<file path="src/pulse_period_flow_meter_macros.svh">
// Assertion macros shared by the pulse period flow meter modules.
`ifndef PULSE_PERIOD_FLOW_METER_MACROS_SVH
`define PULSE_PERIOD_FLOW_METER_MACROS_SVH

// Checks that the consequent holds in the same cycle as the antecedent.
`define PPFM_ASSERT_NOW(lbl, ante, cons, msg) \
  lbl: assert property (@(posedge clk) disable iff (!rst_n) (ante) |-> (cons)) else $error(msg);

// Checks that the consequent holds in the cycle after the antecedent.
`define PPFM_ASSERT_NEXT(lbl, ante, cons, msg) \
  lbl: assert property (@(posedge clk) disable iff (!rst_n) (ante) |=> (cons)) else $error(msg);

`endif

</file>
<file path="src/ppfm_pkg.sv">
// Shared constants, types and the flow numerator table of the pulse period flow meter.
package ppfm_pkg;

  localparam int CNT_W = 32;
  localparam int DAY_W = 3;
  localparam int FLOW_W = 26;
  localparam int TICK_W = 16;
  localparam int LIM_W = TICK_W + 2;
  localparam int EXP_W = 2;
  localparam int PUB_W = 4;
  localparam int EVT_W = 2;

  localparam int IN_FIELDS_W = CNT_W + DAY_W + 1;
  localparam int IN_TDATA_W = ((IN_FIELDS_W + 7) / 8) * 8;
  localparam int OUT_FIELDS_W = 3 * FLOW_W + 1 + EVT_W;
  localparam int OUT_TDATA_W = ((OUT_FIELDS_W + 7) / 8) * 8;

  localparam int DIV_STEPS = FLOW_W;
  localparam int DIVCNT_W = $clog2(DIV_STEPS + 1);

  localparam logic [TICK_W-1:0] MAX_TICKS = TICK_W'(36100);
  localparam logic [PUB_W-1:0] TICKS_PER_PUBLISH = PUB_W'(10);
  localparam logic [FLOW_W-1:0] FLOW_LIMIT = FLOW_W'(36000000);

  localparam logic [EVT_W-1:0] EV_NONE = 2'd0;
  localparam logic [EVT_W-1:0] EV_NEW_MAX = 2'd1;
  localparam logic [EVT_W-1:0] EV_CLEARED = 2'd2;

  typedef struct packed {
    logic accept;
    logic div_step;
    logic finish;
  } ppfm_cmd_t;

  typedef struct packed {
    logic div_done;
  } ppfm_sts_t;

  function automatic logic [FLOW_W-1:0] flow_numerator(input logic [EXP_W-1:0] exp_code);
    logic [FLOW_W-1:0] num;
    case (exp_code)
      2'd0:    num = FLOW_W'(36000);
      2'd1:    num = FLOW_W'(360000);
      2'd2:    num = FLOW_W'(3600000);
      default: num = FLOW_W'(36000000);
    endcase
    return num;
  endfunction

endpackage

</file>
<file path="src/pulse_period_flow_meter.sv">
// Top level of the pulse period flow meter.
// Each input beat is one 100 ms tick: the cumulative pulse count, the weekday
// and a request to clear the recorded maximum. Each tick yields exactly one
// output beat with the current flow, the published flow, the peak, the sensor
// fault flag and an event code for software.
// The block works on one tick at a time. A tick that needs a flow division
// runs through the restoring divider, which retires one quotient bit per cycle
// over 26 bits; other ticks pass the divide state without a division step.
// The next tick is accepted as soon as the controller is back in idle.
// The output beat sits in a register, so a new tick may be accepted while the
// previous result still waits; if the receiver stalls, the block holds the
// finished result of the next tick until the register frees up.
// The pulse exponent register is written through cfg_wr_en and cfg_wr_data;
// the user must do so only while idle; the block does not enforce it. Reset
// is synchronous and restores all but the divider and output data registers.
module pulse_period_flow_meter (
  input  logic                             clk,
  input  logic                             rst_n,
  input  logic                             cfg_wr_en,
  input  logic [ppfm_pkg::EXP_W-1:0]       cfg_wr_data,
  input  logic                             in_tvalid,
  output logic                             in_tready,
  // pulse_count, weekday, clear_max, zero fill.
  input  logic [ppfm_pkg::IN_TDATA_W-1:0]  in_tdata,
  output logic                             out_tvalid,
  input  logic                             out_tready,
  // flow_now, flow_published, flow_peak, sensor_fault, max_event, zero fill.
  output logic [ppfm_pkg::OUT_TDATA_W-1:0] out_tdata
);
  import ppfm_pkg::*;

  ppfm_cmd_t        cmd;
  ppfm_sts_t        sts;
  logic [CNT_W-1:0] pulse_count;
  logic [DAY_W-1:0] weekday;
  logic             clear_max;

  assign pulse_count = in_tdata[CNT_W-1:0];
  assign weekday = in_tdata[CNT_W+DAY_W-1:CNT_W];
  assign clear_max = in_tdata[CNT_W+DAY_W];

  ppfm_ctrl u_ctrl (
    .clk        (clk),
    .rst_n      (rst_n),
    .in_tvalid  (in_tvalid),
    .in_tready  (in_tready),
    .out_tvalid (out_tvalid),
    .out_tready (out_tready),
    .sts        (sts),
    .cmd        (cmd)
  );

  ppfm_dp u_dp (
    .clk         (clk),
    .rst_n       (rst_n),
    .cfg_wr_en   (cfg_wr_en),
    .cfg_wr_data (cfg_wr_data),
    .pulse_count (pulse_count),
    .weekday     (weekday),
    .clear_max   (clear_max),
    .cmd         (cmd),
    .sts         (sts),
    .out_data    (out_tdata)
  );

endmodule

</file>
<file path="src/ppfm_ctrl.sv">
// Controller state machine that sequences accept, divide and result hand-off.
module ppfm_ctrl (
  input  logic              clk,
  input  logic              rst_n,
  input  logic              in_tvalid,
  output logic              in_tready,
  output logic              out_tvalid,
  input  logic              out_tready,
  input  ppfm_pkg::ppfm_sts_t sts,
  output ppfm_pkg::ppfm_cmd_t cmd
);
  import ppfm_pkg::*;

  localparam logic [1:0] ST_IDLE = 2'd0;
  localparam logic [1:0] ST_DIV = 2'd1;
  localparam logic [1:0] ST_FIN = 2'd2;

  logic [1:0] state_r, state_nxt;
  logic       out_valid_r, out_valid_nxt;

  assign in_tready = (state_r == ST_IDLE);
  assign out_tvalid = out_valid_r;

  always_comb begin
    cmd.accept = in_tvalid && (state_r == ST_IDLE);
    cmd.div_step = (state_r == ST_DIV);
    cmd.finish = (state_r == ST_FIN) && (!out_valid_r || out_tready);
  end

  always_comb begin
    state_nxt = state_r;
    unique case (state_r)
      ST_IDLE: begin
        if (cmd.accept) state_nxt = ST_DIV;
      end
      ST_DIV: begin
        if (sts.div_done) state_nxt = ST_FIN;
      end
      ST_FIN: begin
        if (cmd.finish) state_nxt = ST_IDLE;
      end
      default: state_nxt = ST_IDLE;
    endcase
  end

  always_comb begin
    out_valid_nxt = out_valid_r;
    if (out_valid_r && out_tready) out_valid_nxt = 1'b0;
    if (cmd.finish) out_valid_nxt = 1'b1;
  end

  always_ff @(posedge clk) begin
    if (!rst_n) begin
      state_r <= ST_IDLE;
      out_valid_r <= 1'b0;
    end else begin
      state_r <= state_nxt;
      out_valid_r <= out_valid_nxt;
    end
  end

`include "pulse_period_flow_meter_macros.svh"
  `PPFM_ASSERT_NOW(a_finish_slot_free, cmd.finish, !out_valid_r || out_tready, "finish with full output")
  `PPFM_ASSERT_NEXT(a_accept_to_div, cmd.accept, state_r == ST_DIV, "accept did not start divide")
  `PPFM_ASSERT_NEXT(a_finish_valid, cmd.finish, out_valid_r && state_r == ST_IDLE, "finish lost result")

endmodule

</file>
<file path="src/ppfm_dp.sv">
// Datapath holding the meter state, the serial divider and the result register.
module ppfm_dp (
  input  logic                           clk,
  input  logic                           rst_n,
  input  logic                           cfg_wr_en,
  input  logic [ppfm_pkg::EXP_W-1:0]     cfg_wr_data,
  input  logic [ppfm_pkg::CNT_W-1:0]     pulse_count,
  input  logic [ppfm_pkg::DAY_W-1:0]     weekday,
  input  logic                           clear_max,
  input  ppfm_pkg::ppfm_cmd_t            cmd,
  output ppfm_pkg::ppfm_sts_t            sts,
  output logic [ppfm_pkg::OUT_TDATA_W-1:0] out_data
);
  import ppfm_pkg::*;

  logic [EXP_W-1:0]    exp_r, exp_nxt;
  logic                first_r, first_nxt;
  logic                armed_r, armed_nxt;
  logic [CNT_W-1:0]    last_count_r, last_count_nxt;
  logic [TICK_W-1:0]   elapsed_r, elapsed_nxt;
  logic [TICK_W-1:0]   last_int_r, last_int_nxt;
  logic [FLOW_W-1:0]   flow_r, flow_nxt;
  logic [FLOW_W-1:0]   pub_r, pub_nxt;
  logic [FLOW_W-1:0]   peak_r, peak_nxt;
  logic                seen_r, seen_nxt;
  logic [DAY_W-1:0]    lastday_r, lastday_nxt;
  logic                fault_r, fault_nxt;
  logic [PUB_W-1:0]    pubdiv_r, pubdiv_nxt;
  logic [EVT_W-1:0]    event_r, event_nxt;
  logic                publish_r, publish_nxt;
  logic                need_div_r, need_div_nxt;
  logic [TICK_W-1:0]   divisor_r, divisor_nxt;
  logic [FLOW_W-1:0]   quot_r, quot_nxt;
  logic [TICK_W-1:0]   rem_r, rem_nxt;
  logic [DIVCNT_W-1:0] div_cnt_r, div_cnt_nxt;
  logic [OUT_FIELDS_W-1:0] out_r, out_nxt;

  logic [TICK_W-1:0] e1;
  logic [LIM_W-1:0]  lim3;
  logic [PUB_W-1:0]  p1;
  logic [TICK_W:0]   trial;
  logic              qbit;
  logic [FLOW_W-1:0] flow_fin;
  logic [EVT_W-1:0]  evt_fin;

  assign sts.div_done = (div_cnt_r == '0);
  assign out_data = {{(OUT_TDATA_W - OUT_FIELDS_W){1'b0}}, out_r};

  always_comb begin
    e1 = (elapsed_r <= MAX_TICKS) ? elapsed_r + TICK_W'(1) : elapsed_r;
    lim3 = {2'b00, last_int_r} + {1'b0, last_int_r, 1'b0};
    p1 = pubdiv_r + PUB_W'(1);
    trial = {rem_r, quot_r[FLOW_W-1]};
    qbit = (trial >= {1'b0, divisor_r});
    flow_fin = need_div_r ? quot_r : flow_r;
  end

  always_comb begin
    exp_nxt = exp_r;
    first_nxt = first_r;
    armed_nxt = armed_r;
    last_count_nxt = last_count_r;
    elapsed_nxt = elapsed_r;
    last_int_nxt = last_int_r;
    flow_nxt = flow_r;
    pub_nxt = pub_r;
    peak_nxt = peak_r;
    seen_nxt = seen_r;
    lastday_nxt = lastday_r;
    fault_nxt = fault_r;
    pubdiv_nxt = pubdiv_r;
    event_nxt = event_r;
    publish_nxt = publish_r;
    need_div_nxt = need_div_r;
    divisor_nxt = divisor_r;
    quot_nxt = quot_r;
    rem_nxt = rem_r;
    div_cnt_nxt = div_cnt_r;
    out_nxt = out_r;
    evt_fin = event_r;

    if (cfg_wr_en) exp_nxt = cfg_wr_data;

    if (cmd.accept) begin
      event_nxt = EV_NONE;
      publish_nxt = 1'b0;
      need_div_nxt = 1'b0;
      div_cnt_nxt = '0;
      if (first_r) begin
        last_count_nxt = pulse_count;
        elapsed_nxt = '0;
        first_nxt = 1'b0;
      end else if (clear_max) begin
        peak_nxt = '0;
        event_nxt = EV_CLEARED;
      end else begin
        lastday_nxt = weekday;
        if (lastday_r != '0 && lastday_r != weekday) begin
          if (seen_r) begin
            seen_nxt = 1'b0;
            fault_nxt = 1'b0;
          end else begin
            fault_nxt = 1'b1;
          end
        end
        elapsed_nxt = e1;
        if (pulse_count != last_count_r) begin
          if (armed_r) begin
            armed_nxt = 1'b0;
          end else begin
            seen_nxt = 1'b1;
            fault_nxt = 1'b0;
            need_div_nxt = 1'b1;
            last_int_nxt = e1;
            elapsed_nxt = '0;
            last_count_nxt = pulse_count;
          end
        end else if (e1 > last_int_r) begin
          if ({2'b00, e1} > lim3 || e1 >= MAX_TICKS) begin
            flow_nxt = '0;
          end else begin
            need_div_nxt = 1'b1;
          end
        end
        if (need_div_nxt) begin
          divisor_nxt = e1;
          quot_nxt = flow_numerator(exp_r);
          rem_nxt = '0;
          div_cnt_nxt = DIVCNT_W'(DIV_STEPS);
        end
        if (p1 >= TICKS_PER_PUBLISH) begin
          pubdiv_nxt = '0;
          publish_nxt = 1'b1;
        end else begin
          pubdiv_nxt = p1;
        end
      end
    end else if (cmd.div_step && div_cnt_r != '0) begin
      rem_nxt = qbit ? TICK_W'(trial - {1'b0, divisor_r}) : trial[TICK_W-1:0];
      quot_nxt = {quot_r[FLOW_W-2:0], qbit};
      div_cnt_nxt = div_cnt_r - DIVCNT_W'(1);
    end else if (cmd.finish) begin
      flow_nxt = flow_fin;
      need_div_nxt = 1'b0;
      if (publish_r) begin
        pub_nxt = flow_fin;
        if (flow_fin > peak_r) begin
          peak_nxt = flow_fin;
          evt_fin = EV_NEW_MAX;
        end
      end
      out_nxt = {evt_fin, fault_r, peak_nxt, pub_nxt, flow_fin};
    end
  end

  always_ff @(posedge clk) begin
    if (!rst_n) begin
      exp_r <= '0;
      first_r <= 1'b1;
      armed_r <= 1'b1;
      last_count_r <= '0;
      elapsed_r <= '0;
      last_int_r <= '0;
      flow_r <= '0;
      pub_r <= '0;
      peak_r <= '0;
      seen_r <= 1'b1;
      lastday_r <= '0;
      fault_r <= 1'b0;
      pubdiv_r <= '0;
      event_r <= EV_NONE;
      publish_r <= 1'b0;
      need_div_r <= 1'b0;
      div_cnt_r <= '0;
    end else begin
      exp_r <= exp_nxt;
      first_r <= first_nxt;
      armed_r <= armed_nxt;
      last_count_r <= last_count_nxt;
      elapsed_r <= elapsed_nxt;
      last_int_r <= last_int_nxt;
      flow_r <= flow_nxt;
      pub_r <= pub_nxt;
      peak_r <= peak_nxt;
      seen_r <= seen_nxt;
      lastday_r <= lastday_nxt;
      fault_r <= fault_nxt;
      pubdiv_r <= pubdiv_nxt;
      event_r <= event_nxt;
      publish_r <= publish_nxt;
      need_div_r <= need_div_nxt;
      div_cnt_r <= div_cnt_nxt;
    end
  end

  always_ff @(posedge clk) begin
    divisor_r <= divisor_nxt;
    quot_r <= quot_nxt;
    rem_r <= rem_nxt;
    out_r <= out_nxt;
  end

`include "pulse_period_flow_meter_macros.svh"
  `PPFM_ASSERT_NOW(a_divisor_nonzero, div_cnt_r != '0, divisor_r != '0, "divide by zero")
  `PPFM_ASSERT_NOW(a_div_cnt_range, 1'b1, div_cnt_r <= DIVCNT_W'(DIV_STEPS), "divide count overrun")
  `PPFM_ASSERT_NOW(a_flow_range, 1'b1, flow_r <= FLOW_LIMIT, "flow out of range")
  `PPFM_ASSERT_NEXT(a_peak_tracks, cmd.finish && publish_r, peak_r >= pub_r, "peak below published flow")

endmodule

</file>
<file path="config.mk">
export PLATFORM = sky130hd
export DESIGN_NAME = pulse_period_flow_meter
export DESIGN_NICKNAME = d
export VERILOG_FILES = /design/src/ppfm_pkg.sv /design/src/pulse_period_flow_meter.sv /design/src/ppfm_ctrl.sv /design/src/ppfm_dp.sv
export VERILOG_INCLUDE_DIRS = /design/src /design/src/src
export SDC_FILE = /design/constraint.sdc
export NUM_CORES = 1
export LEC_CHECK = 0
export ABC_AREA = 1
export BUFFER_PORTS_ARGS = -buffer_cell sky130_fd_sc_hd__buf_2
export CAP_MARGIN = 25
export CELL_PAD_IN_SITES_DETAIL_PLACEMENT = 1
export CELL_PAD_IN_SITES_GLOBAL_PLACEMENT = 2
export CORE_MARGIN = 3
export CORE_UTILIZATION = 38
export DETAILED_ROUTE_END_ITERATION = 16
export MAX_ROUTING_LAYER = met4
export PLACE_DENSITY_LB_ADDON = 0.1
export SYNTH_ARGS = -nofsm -noshare
export SYNTH_HDL_FRONTEND = slang
export SYNTH_SLANG_ARGS = --single-unit
</file>
<file path="constraint.sdc">
create_clock -name clk -period 11.1 [get_ports clk]
set_input_delay 2.22 -clock clk [delete_from_list [all_inputs] [get_ports clk]]
set_output_delay 2.22 -clock clk [all_outputs]
set_load 0.02 [all_outputs]
</file>
==> out/results.tsv, run 1 <==
metric	value	unit
I/O pin count	137	
Leak	8.00	nW
Tmin final	4.83	ns
chip width	212	µm
Slew headroom	30.3	%
asr flop ratio synth	0	%
CTS resizes	0	
largest family of logic cells by synthesized area	simple AND/OR/NAND/NOR gates	
first-pass GRT wire length	71.2	mm
Post-CTS Setup Inserts	0	
Synth Area per Inst	8.25	µm²
worst r2r src	u_dp.need_div_r	
CTS Sinks	305	
WL per Instance	16.7	µm
Yosys warning count	0	
WL final	43.5	mm
Yosys cell types	48	
CTS root buffer	clkbuf_16	
Startpoint Class	register	
fmax	0.207	GHz
status	completed	
ant diodes	0	
Total Power	0.00277	W
slew at the pin closest to its max-slew limit	1.05	ns
Post-route DRC	0	
cell row count	74	
number of CTS-inserted buffers	37	
max-cap violations	0	
area of the multi-input gates	7150	µm²
Netlist Area Pre-Place	16100	µm²
Synth Area in Compound Gates	13.4	%
multiplexer share of the synthesized area	0	%
RSZ-0062 raised after global routing	false	
layout net count	2197	
RD Place Congestion	0.865	
Antenna Nets Post-Route	0	
Via-to-Cell Ratio	4.99	
commonest register cell after synthesis	dfxtp_1	
clock latency on the worst-skew pair	0.55	ns
largest net degree at the start of global routing	86	
Clock transition at path regs	0.06	ns
Seq/Total Area, Yosys	46.7	%
FF/Latch Area	7500	µm²
Max H-tree Level	2	
Syn-to-layout area delta	14.3	%
crit end category	register	
dpl hpwl	31.0	mm
setup ws final	6.27	ns
CP arrival	5.30	ns
most frequent cells in the layout	nand2_1 (435), inv_1 (282), o21ai_0 (178)	
Synth Area in XOR/XNOR	4.03	%
share of post-route cells with drive strength above 1	12.9	%
DRT iter0 DRCs	506	
core footprint	41300	µm²
Crit Path Max Fanout	53	
initial core utilization	38.9	%
Synth Area in Adders	7.88	%
final hold violations	0	
hold_sp	u_dp.fault_r	
CTS tree	done	
IO buf count	125	
EDFF count, synth	139	
cell count after synthesis	1946	
Worst Hold Class	reg -> reg	
CP startpoint	u_dp.need_div_r	
Req. time, crit path	11.57	ns
GR Overflow Total	0	
final setup TNS	0	ns
Synth Area in Simple Gates	18.8	%
Pins Over Slew Limit	0	
die area	44800	µm²
CTS hold repair buffers	0	
FF+latch count, synth	305	
fill count	4968	
CP Class	reg -> reg	
final setup vio count	0	
PwrDens	151	nW/µm²
Period Utilization, post-route	43.5	%
vias in the first global route	13829	
commonest non-fill, non-tap cell in the layout	nand2_1	
clk buf depth	3	
worst vdd ir	0.000111	V
GR Util All Layers	20.3	%
worst slack, placed	5.79	ns
Die Ht	212	µm
initial antenna violation count	0	
clk_skew	0.0149	ns
DRT Pass-1 Iters	4	
detailed-route via count	13030	
logic make-up (layout without fill, tap and decap cells):
group | Yosys count | after routing
other cells | 1 | 7
fa+ha+maj | 100 | 100
buf+inv | 370 | 497
compound gates | 408 | 408
simple gates | 689 | 689
flops | 305 | 305
xor+xnor | 73 | 73
where the power goes:
| part | switching (W) | internal (W) | total [W] |
|---|---|---|---|
| combinational | 0.000204 | 0.0000844 | 0.000289 |
| clock | 0.000483 | 0.000739 | 0.00122 |
| sequential | 0.0000252 | 0.00124 | 0.00126 |
| total | 0.000712 | 0.00206 | 0.00277 |
Yosys cell counts, drive strengths merged, types with 3 or more instances:
master / instances / share of area, %
a211oi: 4 / 0.19
a21oi: 174 / 5.4
a31oi: 7 / 0.27
buf: 20 / 0.97
clkbuf: 60 / 1.4
dfxtp: 166 / 21
edfxtp: 139 / 26
ha: 98 / 7.6
inv: 288 / 6.7
nand2: 482 / 13
nand3: 74 / 2.4
nand4: 13 / 0.51
nor2: 99 / 2.4
nor3: 16 / 0.53
nor4: 3 / 0.12
o211ai: 6 / 0.28
o21ai: 185 / 5.8
o21bai: 7 / 0.33
o22ai: 14 / 0.55
xnor2: 34 / 1.9
xor2: 39 / 2.2
path summary, 6_finish.rpt:
check                                        to  slack (ns)  cells past startpoint
worst max-delay path            u_dp.peak_r[23]        6.27                     17
worst min-delay path             u_dp.out_r[78]        0.43                      0
worst max register to register  u_dp.peak_r[23]        6.27                     17
worst min register to register   u_dp.out_r[78]        0.43                      0
routing by layer:
layer | up-vias | share of wire (%) | global-route usage, %
met3 | 59 | 3.1 | 2.62
li1 | 6534 | - | -
met4 | 0 | 2.1 | 5.47
met2 | 144 | 51 | 36.5
met5 | - | 0 | -
met1 | 6293 | 43 | 23.9
worst max-delay path: stages, from the launching register on:
cell and delay, ns:
dfxtp_2 0.99, nand2_1 0.12, o21ai_0 0.19, inv_1 0.19
ha_1 0.34, nand2_1 0.07, nor2_1 0.10, inv_1 0.05
nor3_1 0.48, inv_1 0.16, nor4_1 0.23, a41oi_1 0.16
nand2_1 0.69, buf_4 0.45, nand2_1 0.10, o21ai_0 0.14
nand2_1 0.09, a21oi_1 0.17
flip-flops by register name, indices dropped and copies added, names as in the netlist, 2 cells and up:
| signal | cells |
|---|---|
| u_dp.pub_r | 26 |
| u_dp.last_count_r | 32 |
| u_dp.divisor_r | 16 |
| u_dp.flow_r | 26 |
| u_dp.out_r | 81 |
| u_dp.quot_r | 26 |
| u_dp.rem_r | 16 |
| u_dp.last_int_r | 16 |
| u_ctrl.state_r | 2 |
| u_dp.lastday_r | 3 |
| u_dp.div_cnt_r | 5 |
| u_dp.exp_r | 2 |
| u_dp.elapsed_r | 16 |
| u_dp.peak_r | 26 |
| u_dp.pubdiv_r | 4 |
layout make-up:
| cell class | instances | share of cell area [%] |
|---|---|---|
| tap | 532 | 3.62 |
| clock buffer | 56 | 6.04 |
| sequential | 305 | 40.8 |
| multi-input combinational | 1277 | 38.9 |
| inverter | 290 | 5.94 |
| clock inverter | 12 | 0.654 |
| timing repair buffer | 139 | 3.96 |
stage by stage:
step / cell area [µm²] / std cells / util (%) / hold slack [ns]
final: 18400 / 2611 / 44.5 / 0.432
after CTS: 18400 / 2611 / 44.5 / 0.435
after detailed placement: 17100 / 2543 / 41.5 / 0.432
after global routing: 18400 / 2611 / 44.5 / 0.458
after global placement: 17100 / 2541 / 41.5 / 0.418
after floorplan: 16100 / 1952 / - / 0.409
Note: power is estimated with default switching activity, not from simulation.
==> run 2: changes to the inputs <==
- CORE_UTILIZATION: 38 -> 33
- clock period: 11.1 -> 4.1 ns (I/O delays scaled with it)
==> run 2 against run 1 <==
  * Total power rose to 2.7 times the previous value
  * Largest power group unchanged
  * First-iteration DRC count is 16% lower
  * Non-clock buffer count increased by 63
  * Critical endpoint is now u_dp.quot_r[21]
  * Clock skew rose by 0.0048 ns
  * Count of clock-buffer cells in the layout increased by 3
  * Die area is 15% higher
  * Final cell count is 5.6% higher
  * Via count grew 1.9%
  * Sequential power rose to 2.7 times the previous value
  * Maximum frequency up 24%
  * Clock power rose to 2.7 times the previous value
==> out/results.tsv, run 2 (synthesis results as in run 1) <==
metric	value	unit	change
status	completed		unchanged
biggest regs	u_dp.out_r x81, u_dp.last_count_r x32		unchanged
crit end category	register		unchanged
dpl hpwl	33.0	mm	was 31.0 mm
peak per-stage delay on the critical path	0.40	ns	was 0.99 ns
GR Util All Layers	18.6	%	was 20.3%
Post-route DRC	0		unchanged
most frequent cells in the layout	nand2_1 (433), inv_1 (281), o21ai_0 (178)		was nand2_1 (435), inv_1 (282), o21ai_0 (178)
CTS hold repair buffers	0		unchanged
worst vdd ir	0.000251	V	was 0.000111 V
fill count	5689		was 4968
slowest stage cell, crit path	fa_2		was dfxtp_2
setup ws final	0.188	ns	was 6.27 ns
share of post-route cells with drive strength above 1	16.2	%	was 12.9%
initial core utilization	33.5	%	was 38.9%
slew at the pin closest to its max-slew limit	0.935	ns	was 1.05 ns
clk_skew	0.0197	ns	was 0.0149 ns
CTS tree	done		unchanged
Leak	8.40	nW	was 8.00 nW
Tmin final	3.91	ns	was 4.83 ns
die area	51300	µm²	was 44800 µm²
final setup vio count	0		unchanged
max-cap violations	0		unchanged
IO buf count	125		unchanged
Antenna Nets Post-Route	0		unchanged
cell family with most CP delay	simple AND/OR/NAND/NOR gates		unchanged
WL final	45.7	mm	was 43.5 mm
initial antenna violation count	1		was 0
most used cell along the critical path	nand3_2		was nand2_1
RSZ-0062 raised after global routing	true		was false
final hold violations	0		unchanged
Slew headroom	37.7	%	was 30.3%
cell row count	80		was 74
final setup TNS	0	ns	unchanged
WL per Instance	16.6	µm	was 16.7 µm
I/O pin count	137		unchanged
GR Overflow Total	0		unchanged
RD Place Congestion	0.820		was 0.865
Top reg by flops	u_dp.out_r		unchanged
CP arrival	4.16	ns	was 5.30 ns
crit path buf inv count	5		was 4
Cell Chain, Critical Path	ha_4 -> fa_2 -> nand3_2 -> nand3_2 -> nand4_1 -> nand3_2 -> a21oi_2 -> inv_1 -> a21oi_2 -> o21bai_1 -> xor2_1 -> ha_1 -> buf_4 -> a221o_1 -> nand2_1 -> nand2_1 -> inv_1 -> nand3_2 -> nand2_4 -> nand3_4 -> nand3_4 -> buf_12 -> buf_12		was nand2_1 -> o21ai_0 -> inv_1 -> ha_1 -> nand2_1 -> nor2_1 -> inv_1 -> nor3_1 -> inv_1 -> nor4_1 -> a41oi_1 -> nand2_1 -> buf_4 -> nand2_1 -> o21ai_0 -> nand2_1 -> a21oi_1
DRT Pass-1 Iters	5		was 4
layout net count	2261		was 2197
CTS Sinks	305		unchanged
Period Utilization, post-route	95.4	%	was 43.5%
CTS root buffer	clkbuf_16		unchanged
Total Power	0.00761	W	was 0.00277 W
chip width	227	µm	was 212 µm
vias in the first global route	13904		was 13829
detailed-route via count	13275		was 13030
worst slack, placed	-0.0664	ns	was 5.79 ns
PwrDens	395	nW/µm²	was 151 nW/µm²
fmax	0.256	GHz	was 0.207 GHz
clock latency on the worst-skew pair	0.55	ns	about the same
largest net degree at the start of global routing	75		was 86
Via-to-Cell Ratio	4.81		was 4.99
number of CTS-inserted buffers	38		was 37
core footprint	47900	µm²	was 41300 µm²
Max H-tree Level	2		unchanged
Clock transition at path regs	0.06	ns	about the same
Startpoint Class	register		unchanged
max FFs per register	81		unchanged
Crit Path Max Fanout	14		was 53
clk buf depth	3		unchanged
Pins Over Slew Limit	0		unchanged
Worst Hold Class	reg -> reg		unchanged
DRT iter0 DRCs	427		was 506
first-pass GRT wire length	73.9	mm	was 71.2 mm
Min Hold Slack	0.449	ns	was 0.432 ns
Die Ht	227	µm	was 212 µm
Syn-to-layout area delta	20.0	%	was 14.3%
commonest non-fill, non-tap cell in the layout	nand2_1		unchanged
Req. time, crit path	4.35	ns	was 11.57 ns
CP Class	reg -> reg		unchanged
[run 2: changes by cell type in the layout (fill, tap and decap cells not counted), moves of 3 or more]
cell / delta
clkinv_1: +3
nand3_2: +3
buf_12: +13
clkbuf_16: +3
clkinv_2: -6
buf_4: +48
nor3_1: -3
nand3_1: -5
[run 2: cell type report]
| cell class | count | area [µm²] | area share (%) |
|---|---|---|---|
| timing repair buffer | 202 | 1420 | 7.38 |
| clock buffer | 59 | 1140 | 5.93 |
| multi-input combinational | 1277 | 7260 | 37.7 |
| tap | 615 | 769 | 3.99 |
| inverter | 290 | 1090 | 5.66 |
| clock inverter | 9 | 80.1 | 0.416 |
| antenna | 1 | 2.50 | 0.0130 |
| sequential | 305 | 7510 | 39.0 |
[run 2: worst paths after layout]
path,from,to,slack (ns),cells past startpoint
worst max-delay path,u_dp.last_int_r[1],u_dp.quot_r[21],0.19,23
worst min-delay path,u_dp.fault_r,u_dp.out_r[78],0.45,0
worst max register to register,u_dp.last_int_r[1],u_dp.quot_r[21],0.19,23
worst min register to register,u_dp.fault_r,u_dp.out_r[78],0.45,0
[run 2: worst reg2reg max path: stages (launching register included)]
cell	delay (ns)
dfxtp_4	0.35
ha_4	0.17
fa_2	0.40
nand3_2	0.07
nand3_2	0.08
nand4_1	0.10
nand3_2	0.11
a21oi_2	0.17
inv_1	0.07
a21oi_2	0.17
o21bai_1	0.10
xor2_1	0.15
ha_1	0.32
buf_4	0.13
a221o_1	0.32
nand2_1	0.09
nand2_1	0.06
inv_1	0.06
nand3_2	0.08
nand2_4	0.12
nand3_4	0.10
nand3_4	0.11
buf_12	0.13
buf_12	0.14
[run 2: report_power, final]
part	internal (W)	switching, W
Combinational	0.000305	0.000578
Sequential	0.00335	0.0000680
Clock	0.00198	0.00133
[run 2: layer usage]
metal | track usage (%) | routed length [µm]
met1 | 21.9 | 20100
met2 | 33.0 | 23400
met3 | 2.76 | 1200
met4 | 5.13 | 1080
met5 | - | 0
[run 2: what timing repair did]
action / in CTS / in global routing
resized for setup: 7 / 22
cloned: 1 / 2
setup buffers: 1 / 5
setup endpoints to repair: 52 / 86
pin swaps: 0 / 12
[run 2: per-stage QoR]
step | util (%) | instance area, µm² | std cells
floorplan | - | 16100 | 1952
global placement | 37.1 | 17800 | 2680
detailed placement | 37.1 | 17800 | 2680
CTS | 39.8 | 19100 | 2750
global route | 40.2 | 19300 | 2758
finish | 40.2 | 19300 | 2758
==> run 3: changes to the inputs <==
- CTS_BUF_LIST: default -> sky130_fd_sc_hd__clkbuf_16
==> run 3 against run 2 <==
  * Combinational power hardly changed
  * Total power shrank 2.2%
  * Clock power is 5% lower
  * Hold slack worse by 0.00071 ns
  * Count of clock-buffer cells in the layout decreased by 19
  * Sequential power about the same
  * Largest power group unchanged
==> out/results.tsv, run 3 (synthesis results as in run 1) <==
metric	value	unit	change
clk_skew	0.0162	ns	was 0.0197 ns
Slew headroom	37.9	%	was 37.7%
Max H-tree Level	2		unchanged
R2R Path End	u_dp.quot_r[16]		was u_dp.quot_r[21]
max-cap violations	0		unchanged
initial antenna violation count	1		unchanged
slew at the pin closest to its max-slew limit	0.931	ns	was 0.935 ns
worst r2r src	u_dp.last_int_r[1]		unchanged
Startpoint Class	register		unchanged
Crit Path Max Fanout	7		was 14
first-pass GRT wire length	73.9	mm	unchanged
largest net degree at the start of global routing	75		unchanged
CTS tree	done		unchanged
WL final	45.8	mm	was 45.7 mm
CP Depth	23		unchanged
Comb pwr share	11.9	%	was 11.6%
Pins Over Slew Limit	0		unchanged
PwrDens	388	nW/µm²	was 395 nW/µm²
DRT Pass-1 Iters	4		was 5
Net Sw Frac	26.6	%	was 26.0%
Via-to-Cell Ratio	4.81		about the same
Total Power	0.00745	W	was 0.00761 W
Worst Hold Class	reg -> reg		unchanged
clock latency on the worst-skew pair	0.55	ns	about the same
Tmin final	3.90	ns	was 3.91 ns
core footprint	47900	µm²	unchanged
initial core utilization	33.5	%	unchanged
cell row count	80		unchanged
Syn-to-layout area delta	19.5	%	was 20.0%
internal power	0.00547	W	was 0.00563 W
number of CTS-inserted buffers	38		unchanged
layout net count	2261		unchanged
CP Class	reg -> reg		unchanged
GR Util All Layers	18.6	%	about the same
worst r2r path cells	23		unchanged
RSZ-0062 raised after global routing	true		unchanged
WL per Instance	16.6	µm	about the same
most used cell along the critical path	nand3_2		unchanged
Req. time, crit path	4.35	ns	about the same
detailed-route via count	13270		was 13275
final setup TNS	0	ns	unchanged
biggest regs	u_dp.out_r x81, u_dp.last_count_r x32		unchanged
Clock transition at path regs	0.06	ns	about the same
most frequent cells in the layout	nand2_1 (433), inv_1 (293), o21ai_0 (178)		was nand2_1 (433), inv_1 (281), o21ai_0 (178)
crit end category	register		unchanged
DRT iter0 DRCs	467		was 427
RD Place Congestion	0.820		unchanged
I/O pin count	137		unchanged
Cell Chain, Critical Path	ha_4 -> fa_2 -> nand3_2 -> nand3_2 -> nand4_1 -> nand3_2 -> a21oi_2 -> inv_1 -> a21oi_2 -> o21bai_1 -> xor2_1 -> ha_1 -> buf_4 -> a221o_1 -> nand2_1 -> nand2_1 -> inv_1 -> nand3_2 -> nand2_4 -> nand3_4 -> nand3_4 -> buf_6 -> clkbuf_16		was ha_4 -> fa_2 -> nand3_2 -> nand3_2 -> nand4_1 -> nand3_2 -> a21oi_2 -> inv_1 -> a21oi_2 -> o21bai_1 -> xor2_1 -> ha_1 -> buf_4 -> a221o_1 -> nand2_1 -> nand2_1 -> inv_1 -> nand3_2 -> nand2_4 -> nand3_4 -> nand3_4 -> buf_12 -> buf_12
Clk pwr share	42.2	%	was 43.5%
dpl hpwl	33.0	mm	unchanged
slowest stage cell, crit path	fa_2		unchanged
CTS Sinks	305		unchanged
clk buf depth	3		unchanged
Die Ht	227	µm	unchanged
vias in the first global route	13928		was 13904
crit path buf inv count	5		unchanged
fill count	5700		was 5689
status	completed		unchanged
sequential share of power	45.9	%	was 44.9%
worst slack, placed	-0.0664	ns	unchanged
Psw	0.00198	W	about the same
die area	51300	µm²	unchanged
CP Capture Point	u_dp.quot_r[16]		was u_dp.quot_r[21]
peak per-stage delay on the critical path	0.40	ns	about the same
final setup vio count	0		unchanged
IO buf count	125		unchanged
final hold violations	0		unchanged
setup ws final	0.199	ns	was 0.188 ns
CTS root buffer	clkbuf_16		unchanged
Leak	8.41	nW	was 8.40 nW
worst vdd ir	0.000229	V	was 0.000251 V
Period Utilization, post-route	95.1	%	was 95.4%
R2R Setup Slk	0.20	ns	was 0.19 ns
CP arrival	4.15	ns	was 4.16 ns
CP startpoint	u_dp.last_int_r[1]		unchanged
Post-route DRC	0		unchanged
GR Overflow Total	0		unchanged
share of post-route cells with drive strength above 1	15.8	%	was 16.2%
fmax	0.256	GHz	about the same
max FFs per register	81		unchanged
Antenna Nets Post-Route	0		unchanged
chip width	227	µm	unchanged
hold path cells	0		unchanged
cell family with most CP delay	simple AND/OR/NAND/NOR gates		unchanged
Top reg by flops	u_dp.out_r		unchanged
commonest non-fill, non-tap cell in the layout	nand2_1		unchanged
-- run 3: power by group through the flow --
stage / Clock [W] / Sequential [W] / Combinational (W)
2_1_floorplan: 0 / 0.00352 / 0.000502
3_3_place_gp: 0 / 0.00348 / 0.000835
3_5_place_dp: 0 / 0.00348 / 0.000850
4_1_cts: 0.00325 / 0.00342 / 0.000876
5_1_grt: 0.00338 / 0.00343 / 0.000988
6_report: 0.00315 / 0.00342 / 0.000886
-- run 3: final cells by class --
class | count | area, µm² | area share (%)
inverters | 290 | 1090 | 5.68
well taps | 615 | 769 | 4.01
clock buffers | 40 | 1000 | 5.22
repair buffers | 202 | 1420 | 7.38
clock inverters | 28 | 151 | 0.789
multi-input cells | 1277 | 7250 | 37.8
diodes | 1 | 2.50 | 0.0130
flip-flops and latches | 305 | 7510 | 39.1
-- run 3: worst min path at each step --
| stage | from | end | slack (ns) |
|---|---|---|---|
| final | u_dp.fault_r | u_dp.out_r[78] | 0.45 |
| after floorplan | u_dp.fault_r | u_dp.out_r[78] | 0.41 |
| after detailed placement | u_dp.fault_r | u_dp.out_r[78] | 0.42 |
| after global routing | u_dp.fault_r | u_dp.out_r[78] | 0.46 |
| after CTS | u_dp.fault_r | u_dp.out_r[78] | 0.45 |
| after global placement | u_dp.fault_r | u_dp.out_r[78] | 0.42 |
-- run 3: metrics by stage --
step / area, µm² / cells / util [%] / hold slack [ns]
global placement: 17800 / 2680 / 37.1 / 0.425
global route: 19200 / 2758 / 40.0 / 0.457
detailed placement: 17800 / 2680 / 37.1 / 0.420
CTS: 19000 / 2751 / 39.6 / 0.446
finish: 19200 / 2758 / 40.0 / 0.449
floorplan: 16100 / 1952 / - / 0.409
-- run 3: metal layers --
layer / share of wire [%] / track usage (%)
met3: 2.7 / 2.69
met4: 2.4 / 5.17
met5: 0 / -
met2: 51 / 33.1
met1: 44 / 21.9
-- run 3: what timing repair did --
action,in CTS,in global routing
pin swaps,0,12
endpoints found under the setup margin,47,86
gates cloned,1,2
hold buffers,0,0
resized for setup,7,23
buffers inserted,2,4
